[src/hw/rtl/bajc_pkg.sv]
// Shared types, register-file slot map and microprogram for the joint controller.
// No dependencies.
package bajc_pkg;

	typedef enum logic [2:0] {
		OP_ADD,
		OP_SUB,
		OP_MUL,
		OP_DIV,
		OP_MOV,
		OP_CLAMP
	} op_t;

	typedef logic [5:0] slot_t;

	// inputs, by field order
	localparam slot_t S_QS   = 6'd0;
	localparam slot_t S_VEL  = 6'd1;
	localparam slot_t S_T    = 6'd2;
	localparam slot_t S_DACC = 6'd3;
	localparam slot_t S_DVEL = 6'd4;
	localparam slot_t S_DPOS = 6'd5;
	// configuration registers at CFG_BASE + index
	localparam slot_t S_MG   = 6'd8;
	localparam slot_t S_BG   = 6'd9;
	localparam slot_t S_KG   = 6'd10;
	localparam slot_t S_LG   = 6'd11;
	localparam slot_t S_MX   = 6'd12;
	localparam slot_t S_BX   = 6'd13;
	localparam slot_t S_KX   = 6'd14;
	localparam slot_t S_TL   = 6'd15;
	// tick-to-tick state
	localparam slot_t S_PP   = 6'd16;
	localparam slot_t S_PV   = 6'd17;
	localparam slot_t S_IT   = 6'd18;
	localparam slot_t S_LMP  = 6'd19;
	localparam slot_t S_LT   = 6'd20;
	localparam slot_t S_ONE  = 6'd21;
	// temporaries
	localparam slot_t S_KHAT = 6'd24;
	localparam slot_t S_DENX = 6'd25;
	localparam slot_t S_S1   = 6'd26;
	localparam slot_t S_S2   = 6'd27;
	localparam slot_t S_US   = 6'd28;
	localparam slot_t S_QST  = 6'd29;
	localparam slot_t S_PHB  = 6'd30;
	localparam slot_t S_PHA  = 6'd31;
	localparam slot_t S_QSS  = 6'd32;
	localparam slot_t S_TST  = 6'd33;
	localparam slot_t S_TAU  = 6'd34;
	localparam slot_t S_QX   = 6'd35;
	localparam slot_t S_UX   = 6'd36;
	localparam slot_t S_AN   = 6'd37;
	localparam slot_t S_AX   = 6'd38;
	localparam slot_t S_PTAU = 6'd39;
	localparam slot_t S_X1   = 6'd40;
	localparam slot_t S_X2   = 6'd41;

	localparam logic [2:0] CFG_BASE_HI = 3'b001;
	localparam logic [2:0] IN_LAST     = 3'd5;
	localparam logic [5:0] PROG_LAST   = 6'd60;
	localparam logic [31:0] Q_ONE      = 32'h0001_0000;

	typedef struct packed {
		op_t   op;
		slot_t dst;
		slot_t a;
		slot_t b;
		logic  seed;
	} instr_t;

	typedef struct packed {
		logic  capture;
		logic  ld_en;
		logic [2:0] ld_k;
		logic  rd_en;
		slot_t rd_a;
		slot_t rd_b;
		logic  start;
		op_t   op;
		slot_t dst;
		logic  publish;
	} cmd_t;

	typedef struct packed {
		logic done;
	} status_t;

	function automatic logic [31:0] rst_val(input slot_t s);
		logic [31:0] v;
		case (s)
			S_MG, S_BG, S_KG, S_LG, S_MX, S_BX, S_KX, S_ONE: v = Q_ONE;
			default: v = '0;
		endcase
		return v;
	endfunction

	function automatic instr_t prog(input logic [5:0] pc);
		instr_t i;
		case (pc)
			6'd0:  i = '{OP_MOV, S_PP,   S_QS,   S_QS,   1'b1};
			6'd1:  i = '{OP_MOV, S_LMP,  S_QS,   S_QS,   1'b1};
			6'd2:  i = '{OP_MOV, S_PV,   S_VEL,  S_VEL,  1'b1};
			6'd3:  i = '{OP_DIV, S_X1,   S_BG,   S_T,    1'b0};
			6'd4:  i = '{OP_ADD, S_X1,   S_KG,   S_X1,   1'b0};
			6'd5:  i = '{OP_MUL, S_X2,   S_LG,   S_T,    1'b0};
			6'd6:  i = '{OP_ADD, S_KHAT, S_X1,   S_X2,   1'b0};
			6'd7:  i = '{OP_MUL, S_X1,   S_BX,   S_T,    1'b0};
			6'd8:  i = '{OP_ADD, S_DENX, S_MX,   S_X1,   1'b0};
			6'd9:  i = '{OP_MUL, S_X1,   S_KX,   S_T,    1'b0};
			6'd10: i = '{OP_MUL, S_X1,   S_X1,   S_T,    1'b0};
			6'd11: i = '{OP_DIV, S_X1,   S_X1,   S_DENX, 1'b0};
			6'd12: i = '{OP_ADD, S_S1,   S_ONE,  S_X1,   1'b0};
			6'd13: i = '{OP_DIV, S_X1,   S_MG,   S_T,    1'b0};
			6'd14: i = '{OP_DIV, S_X1,   S_X1,   S_T,    1'b0};
			6'd15: i = '{OP_ADD, S_S2,   S_KHAT, S_X1,   1'b0};
			6'd16: i = '{OP_MUL, S_X1,   S_MX,   S_DACC, 1'b0};
			6'd17: i = '{OP_MUL, S_X2,   S_BX,   S_DVEL, 1'b0};
			6'd18: i = '{OP_ADD, S_X1,   S_X1,   S_X2,   1'b0};
			6'd19: i = '{OP_MUL, S_X2,   S_KX,   S_DPOS, 1'b0};
			6'd20: i = '{OP_ADD, S_X1,   S_X1,   S_X2,   1'b0};
			6'd21: i = '{OP_MUL, S_X2,   S_MX,   S_PV,   1'b0};
			6'd22: i = '{OP_MUL, S_X1,   S_T,    S_X1,   1'b0};
			6'd23: i = '{OP_ADD, S_X1,   S_X2,   S_X1,   1'b0};
			6'd24: i = '{OP_DIV, S_US,   S_X1,   S_DENX, 1'b0};
			6'd25: i = '{OP_MUL, S_X1,   S_T,    S_US,   1'b0};
			6'd26: i = '{OP_ADD, S_QST,  S_PP,   S_X1,   1'b0};
			6'd27: i = '{OP_SUB, S_X1,   S_PP,   S_LMP,  1'b0};
			6'd28: i = '{OP_MUL, S_X1,   S_BG,   S_X1,   1'b0};
			6'd29: i = '{OP_DIV, S_X1,   S_X1,   S_T,    1'b0};
			6'd30: i = '{OP_MUL, S_X2,   S_LG,   S_IT,   1'b0};
			6'd31: i = '{OP_SUB, S_PHB,  S_X1,   S_X2,   1'b0};
			6'd32: i = '{OP_SUB, S_X1,   S_QS,   S_PP,   1'b0};
			6'd33: i = '{OP_MUL, S_X2,   S_T,    S_PV,   1'b0};
			6'd34: i = '{OP_SUB, S_X1,   S_X1,   S_X2,   1'b0};
			6'd35: i = '{OP_MUL, S_X1,   S_MG,   S_X1,   1'b0};
			6'd36: i = '{OP_DIV, S_X1,   S_X1,   S_T,    1'b0};
			6'd37: i = '{OP_DIV, S_PHA,  S_X1,   S_T,    1'b0};
			6'd38: i = '{OP_SUB, S_X1,   S_PHB,  S_PHA,  1'b0};
			6'd39: i = '{OP_DIV, S_X1,   S_X1,   S_S2,   1'b0};
			6'd40: i = '{OP_ADD, S_QSS,  S_QS,   S_X1,   1'b0};
			6'd41: i = '{OP_DIV, S_X1,   S_S2,   S_S1,   1'b0};
			6'd42: i = '{OP_MUL, S_X1,   S_X1,   S_QST,  1'b0};
			6'd43: i = '{OP_MUL, S_X2,   S_S2,   S_QSS,  1'b0};
			6'd44: i = '{OP_SUB, S_TST,  S_X1,   S_X2,   1'b0};
			6'd45: i = '{OP_CLAMP, S_TAU, S_TST, S_TL,   1'b0};
			6'd46: i = '{OP_DIV, S_X1,   S_TAU,  S_S2,   1'b0};
			6'd47: i = '{OP_ADD, S_QX,   S_QSS,  S_X1,   1'b0};
			6'd48: i = '{OP_SUB, S_X1,   S_QX,   S_PP,   1'b0};
			6'd49: i = '{OP_DIV, S_UX,   S_X1,   S_T,    1'b0};
			6'd50: i = '{OP_SUB, S_X1,   S_QX,   S_QS,   1'b0};
			6'd51: i = '{OP_MUL, S_X1,   S_T,    S_X1,   1'b0};
			6'd52: i = '{OP_ADD, S_AN,   S_IT,   S_X1,   1'b0};
			6'd53: i = '{OP_SUB, S_X1,   S_UX,   S_PV,   1'b0};
			6'd54: i = '{OP_DIV, S_AX,   S_X1,   S_T,    1'b0};
			6'd55: i = '{OP_MOV, S_PTAU, S_LT,   S_LT,   1'b0};
			6'd56: i = '{OP_MOV, S_PP,   S_QX,   S_QX,   1'b0};
			6'd57: i = '{OP_MOV, S_PV,   S_UX,   S_UX,   1'b0};
			6'd58: i = '{OP_MOV, S_LMP,  S_QS,   S_QS,   1'b0};
			6'd59: i = '{OP_MOV, S_IT,   S_AN,   S_AN,   1'b0};
			6'd60: i = '{OP_MOV, S_LT,   S_TAU,  S_TAU,  1'b0};
			default: i = '{OP_MOV, S_X1, S_X1,   S_X1,   1'b0};
		endcase
		return i;
	endfunction

endpackage

[src/hw/rtl/bajc_ctrl.sv]
// Sequencer: loads a transaction into the slot memory, steps the microprogram
// and hands the result to the output register. Uses bajc_pkg.
module bajc_ctrl
	import bajc_pkg::*;
(
	input  logic    clk,
	input  logic    arst_n,
	input  logic    in_valid,
	output logic    in_stall,
	output logic    out_valid,
	input  logic    out_stall,
	output logic    cfg_ready,
	output cmd_t    cmd,
	input  status_t status
);

	typedef enum logic [5:0] {
		ST_IDLE  = 6'b000001,
		ST_LOAD  = 6'b000010,
		ST_FETCH = 6'b000100,
		ST_ISSUE = 6'b001000,
		ST_WAIT  = 6'b010000,
		ST_PUB   = 6'b100000
	} state_t;

	state_t     state_q;
	logic [5:0] pc_q;
	logic [2:0] k_q;
	logic       seeded_q;
	logic       out_valid_q;
	instr_t     ins;
	logic       skip;
	logic       pub_fire;

	assign ins      = prog(pc_q);
	assign skip     = ins.seed && seeded_q;
	assign pub_fire = (state_q == ST_PUB) && (!out_valid_q || !out_stall);

	always_ff @(posedge clk or negedge arst_n) begin
		if (!arst_n) begin
			state_q     <= ST_IDLE;
			pc_q        <= '0;
			k_q         <= '0;
			seeded_q    <= 1'b0;
			out_valid_q <= 1'b0;
		end else begin
			if (pub_fire)
				out_valid_q <= 1'b1;
			else if (out_valid_q && !out_stall)
				out_valid_q <= 1'b0;
			case (state_q)
				ST_IDLE: begin
					if (in_valid) begin
						k_q     <= '0;
						state_q <= ST_LOAD;
					end
				end
				ST_LOAD: begin
					if (k_q == IN_LAST) begin
						pc_q    <= '0;
						state_q <= ST_FETCH;
					end else begin
						k_q <= k_q + 3'd1;
					end
				end
				ST_FETCH: begin
					if (skip)
						pc_q <= pc_q + 6'd1;
					else
						state_q <= ST_ISSUE;
				end
				ST_ISSUE: state_q <= ST_WAIT;
				ST_WAIT: begin
					if (status.done) begin
						if (pc_q == PROG_LAST) begin
							state_q <= ST_PUB;
						end else begin
							pc_q    <= pc_q + 6'd1;
							state_q <= ST_FETCH;
						end
					end
				end
				ST_PUB: begin
					if (pub_fire) begin
						seeded_q <= 1'b1;
						state_q  <= ST_IDLE;
					end
				end
				default: state_q <= ST_IDLE;
			endcase
		end
	end

	always_comb begin
		cmd         = '0;
		cmd.capture = (state_q == ST_IDLE) && in_valid;
		cmd.ld_en   = (state_q == ST_LOAD);
		cmd.ld_k    = k_q;
		cmd.rd_en   = (state_q == ST_FETCH) && !skip;
		cmd.rd_a    = ins.a;
		cmd.rd_b    = ins.b;
		cmd.start   = (state_q == ST_ISSUE);
		cmd.op      = ins.op;
		cmd.dst     = ins.dst;
		cmd.publish = pub_fire;
	end

	assign in_stall  = (state_q != ST_IDLE);
	assign cfg_ready = (state_q == ST_IDLE);
	assign out_valid = out_valid_q;

endmodule
[config.mk]
export PLATFORM = sky130hd
export DESIGN_NAME = bajc_ctrl
export DESIGN_NICKNAME = d
export VERILOG_FILES = /design/src/hw/rtl/bajc_pkg.sv /design/src/hw/rtl/bajc_ctrl.sv
export SDC_FILE = /design/constraint.sdc
export NUM_CORES = 1
export LEC_CHECK = 0
export ABC_AREA = 1
export BUFFER_PORTS_ARGS = -buffer_cell sky130_fd_sc_hd__buf_2
export CORE_UTILIZATION = 58
export DETAILED_ROUTE_END_ITERATION = 10
export GPL_TIMING_DRIVEN = 0
export PLACE_DENSITY = 0.78
export SETUP_SLACK_MARGIN = 0.4
export SLEW_MARGIN = 20
export SYNTH_ARGS = -nofsm -noshare
export SYNTH_HDL_FRONTEND = slang
export SYNTH_SLANG_ARGS = --single-unit
[constraint.sdc]
create_clock -name clk -period 2.5 [get_ports clk]
set_clock_uncertainty 0.1 [all_clocks]
set_input_delay 0.5 -clock clk [delete_from_list [all_inputs] [get_ports clk]]
set_output_delay 0.5 -clock clk [all_outputs]
set_load 0.03 [all_outputs]
==> results summary <==
For this run, the number of Yosys warnings is 0. In this run the critical register-to-register path is captured at pc_q[3]$_DFFE_PN0P_. The total instance count after detailed placement came out at 518. The leakage power summed over all cells came out at 1.90 nW.

In this run the register-to-register setup slack is 300 ps. The CTS H-tree depth came out at 1. The number of buffers on the longest clock path came out at 2.

The clock slew seen by the registers of the worst setup and hold paths came out at 70 ps. The synthesized netlist devotes 16.4% of its cell area to compound gates. The final reports fail on design-rule violations, negative setup slack. After global routing the overflow that remains totals 0. The post-synthesis share of cell area spent on full adders, half adders and majority gates is 8.13%. The starting density of the core is 60.1%. Timing would allow up to 0.343 GHz.

The sequential element share of the synthesized area came out at 16.3%. The number of global-route vias before repair came to 3,328. The average detailed-routed wire length per instance came out at 22.9 µm. The relative slew slack came out at 68.4%. The peak ir drop on the vdd network is 0.686 mV. Setup repair after global routing could not meet its margin everywhere.

The number of enable flip-flop cells after synthesis is 0. The routed layout has 3,928 vias. Synthesis produced a netlist whose cell count is 430.

The area added between synthesis and finish came out at 47.2%. The main flop type after synthesis is sky130_fd_sc_hd__dfrtp_1. The maximum number of pins on one net before global-route repair came out at 18. For this design, the CTS-stage hold fixing added 0 buffers.

For this design, the sink count on the clock tree is 17. The cell occurring most often along the worst timing path is sky130_fd_sc_hd__buf_6. The floorplan step defined a core boundary enclosing 4350 µm². The overall routing resource usage came out at 45.0%. The post-route fraction of the period consumed by the critical path is 116%. Before antenna repair, the detailed router went through 11 iterations.

The critical path ends at cmd[17]. The mux share of post-synthesis cell area came out at 0%. In this run the remaining antenna-violating nets after routing total 0.

The mean cell area of the mapped netlist came out at 6.09 µm². The flow ran to the end, but the final reports show violations. In this run the worst path has a maximum fanout of 6.

Clock tree synthesis inserted a total of 3 buffers. The die is 69.2 µm wide. The post-DP HPWL is 7.25 mm. In this run, distinct cell masters in the synthesized netlist total 41.

The global-route wire length before repair came out at 17.1 mm. The share of flip-flops with an asynchronous set or reset is 100%. The number of antenna violations at the first check in global routing is 0. The number of endpoints with negative hold slack in the final report is 0.

Final hold analysis gives a worst-case slack of 51.7 ps. In the routed design, unresolved DRC markers number 8. Summing the areas of all and, or, nand and nor instances in the mapped netlist gives 45.4% of the synthesized area. The combinational family with the most area after synthesis is simple AND/OR/NAND/NOR gates. The synthesized-area fraction occupied by xor and xnor cells is 0.669%. The worst setup path is launched from a register.

Input and output buffers added on the ports amount to 36. The slack of the critical path is -412 ps. The core utilization of the finished layout is 88.5%. The number of DRC markers in iteration 0 is 1,033. The number of register bits inferred by synthesis came out at 17. Measured along the y axis, the die boundary spans 69.2 µm. The pin slew with the least headroom to its limit came out at 474 ps.

The path class of the tightest hold or removal check is in2async. The number of max-cap violations is 0. The placer's final routability congestion estimate came out at 1.06. TritonCTS built the clock tree.

The area of the die came out at 4790 µm². The top-level I/O count came out at 37. The count of non-filler cells in the finished layout is 552. The timing startpoint of the critical path is pc_q[0]$_DFFE_PN0P_. The critical setup path kind is reg2out. The share of post-route cells with drive strength above 1 is 45.8%.

Before CTS, the worst setup slack after placement is -252 ps. The detail-routed via count per cell is 7.12. STA puts the critical path data arrival time at 2310 ps. For the worst setup path, the data required time is 1900 ps.

The power density over the cells came out at 565 nW/µm². The routed design could run at a clock period as short as 2910 ps. The largest stage delay on the critical path is 370 ps. At the end of the flow, the number of nets in the layout was 523. The max-slew violation count was 0. Setup violations remaining at the end of the flow were counted as 20. Row generation in the floorplan step produced 24 rows. The total standard cell area after synthesis is 2620 µm². CTS placed an instance of sky130_fd_sc_hd__clkbuf_8 at the clock tree root.

The worst setup path is captured at a primary output. For the worst-skew pair, the clock arrives at the later sink with an insertion delay of 260 ps. On the critical path, the stage with the largest delay is an instance of sky130_fd_sc_hd__dfrtp_2. The reg-to-reg critical path startpoint is pc_q[0]$_DFFE_PN0P_. 0 antenna diodes ended up in the layout. The worst reg2reg path depth is 12. The total nets after synthesis is 452. The signal on the critical path passes through buf_6 > clkinvlp_4 > buf_4 > ha_4 > inv_2 > nor2_4 > inv_1 > nand2_1 > o21ai_2 > o22ai_4 > buf_6. The sum of routed wire length over all layers is 12.7 mm.
## timing repair
| item | in CTS | in global routing |
|---|---|---|
| setup endpoints to repair | 31 | 27 |
| gates resized for setup | 101 | 60 |
| buffers inserted | 22 | 8 |
| pin swaps | 23 | 13 |
## worst min path at each step
stage	from	to	slack [ps]	cells after the start
2_1_floorplan	arst_n	k_q[0]$_DFFE_PN0P_	100	0
3_3_place_gp	arst_n	out_valid$_DFFE_PN0P_	330	1
3_5_place_dp	arst_n	out_valid$_DFFE_PN0P_	340	1
4_1_cts	arst_n	state_q[2]$_DFFE_PN0P_	70	1
5_1_grt	arst_n	pc_q[4]$_DFFE_PN0P_	80	1
6_report	arst_n	state_q[4]$_DFFE_PN0P_	50	1
## synthesized netlist by cell type (4+ instances only)
library cell | n | area [µm²]
sky130_fd_sc_hd__buf_4 | 5 | 37.5
sky130_fd_sc_hd__nor2_2 | 8 | 50.1
sky130_fd_sc_hd__nor2_4 | 4 | 45.0
sky130_fd_sc_hd__o21ai_1 | 6 | 30.0
sky130_fd_sc_hd__nand4_1 | 9 | 56.3
sky130_fd_sc_hd__ha_1 | 17 | 213
sky130_fd_sc_hd__nand2_1 | 120 | 450
sky130_fd_sc_hd__o22ai_1 | 5 | 31.3
sky130_fd_sc_hd__o211ai_1 | 5 | 37.5
sky130_fd_sc_hd__nor3_1 | 9 | 45.0
sky130_fd_sc_hd__buf_2 | 5 | 25.0
sky130_fd_sc_hd__nor2_1 | 37 | 139
sky130_fd_sc_hd__a21oi_1 | 17 | 85.1
sky130_fd_sc_hd__nand3_1 | 43 | 215
sky130_fd_sc_hd__buf_6 | 6 | 67.6
sky130_fd_sc_hd__inv_1 | 49 | 184
sky130_fd_sc_hd__o21ai_0 | 28 | 140
sky130_fd_sc_hd__dfrtp_1 | 16 | 400
sky130_fd_sc_hd__inv_2 | 5 | 18.8
## area by class of cell
cell class / count / area, µm²
timing repair buffer: 66 / 544
sequential: 17 / 432
multi-input combinational: 340 / 2390
buffer: 19 / 151
inverter: 54 / 225
tap: 52 / 65.1
clock inverter: 1 / 7.51
clock buffer: 3 / 41.3
fill: 202 / 500
## report_power, final
group	leakage, nW	switching [mW]	internal [mW]
clock network	0.0217	0.106	0.113
registers	0.219	0.0539	0.330
logic	1.66	0.989	0.586
## flip-flops by register name, indices dropped and copies added (netlist names)
| name | count |
|---|---|
| pc_q | 6 |
| state_q | 6 |
| k_q | 3 |
| out_valid | 1 |
| seeded_q | 1 |
## cells by family after synthesis
logic type      Yosys count
flops                    17
compound gates           73
xor+xnor                  2
simple gates            248
fa+ha+maj                17
buf+inv                  73
## layer usage
| metal | wire (µm) | up-vias | GRT usage [%] |
|---|---|---|---|
| met1 | 4280 | 1737 | 60.2 |
| met3 | 2010 | 161 | 15.0 |
| met4 | 1080 | 0 | 16.1 |
| met2 | 5290 | 468 | 67.4 |
| li1 | - | 1562 | - |
| met5 | 0 | - | 0 |
## layout by cell type (no fill, tap or decap), types with 9 or more instances in the layout
master / netlist / routed
sky130_fd_sc_hd__nand2_1: 120 / 102
sky130_fd_sc_hd__nand3_1: 43 / 34
sky130_fd_sc_hd__nor2_4: 4 / 13
sky130_fd_sc_hd__buf_2: 5 / 18
sky130_fd_sc_hd__nand2_4: 3 / 9
sky130_fd_sc_hd__nor2_1: 37 / 25
sky130_fd_sc_hd__inv_1: 49 / 32
sky130_fd_sc_hd__nand2_2: 3 / 14
sky130_fd_sc_hd__o21ai_0: 28 / 16
sky130_fd_sc_hd__nand4_1: 9 / 9
sky130_fd_sc_hd__nand3_2: 2 / 9
sky130_fd_sc_hd__dfrtp_1: 16 / 12
sky130_fd_sc_hd__buf_4: 5 / 36
sky130_fd_sc_hd__nor2_2: 8 / 11
sky130_fd_sc_hd__inv_2: 5 / 16
sky130_fd_sc_hd__buf_6: 6 / 28
## metrics by stage
stage          cell area (µm²)  power (mW)  setup TNS (ps)
4_1_cts                   3580        1.84           -1970
3_3_place_gp              3040        1.37           -1730
6_report                  3850        2.18           -4500
2_1_floorplan             2800        1.15               0
3_5_place_dp              3040        1.40           -1960
5_1_grt                   3850        2.24           -5210
## critical path: cells and delay by family, from the launching register on
family | cells | cell delay [ps]
compound gates | 2 | 450
buf+inv | 6 | 900
fa+ha+maj | 1 | 190
flops | 1 | 370
simple gates | 2 | 140
Power figures use the tool's default switching activity.
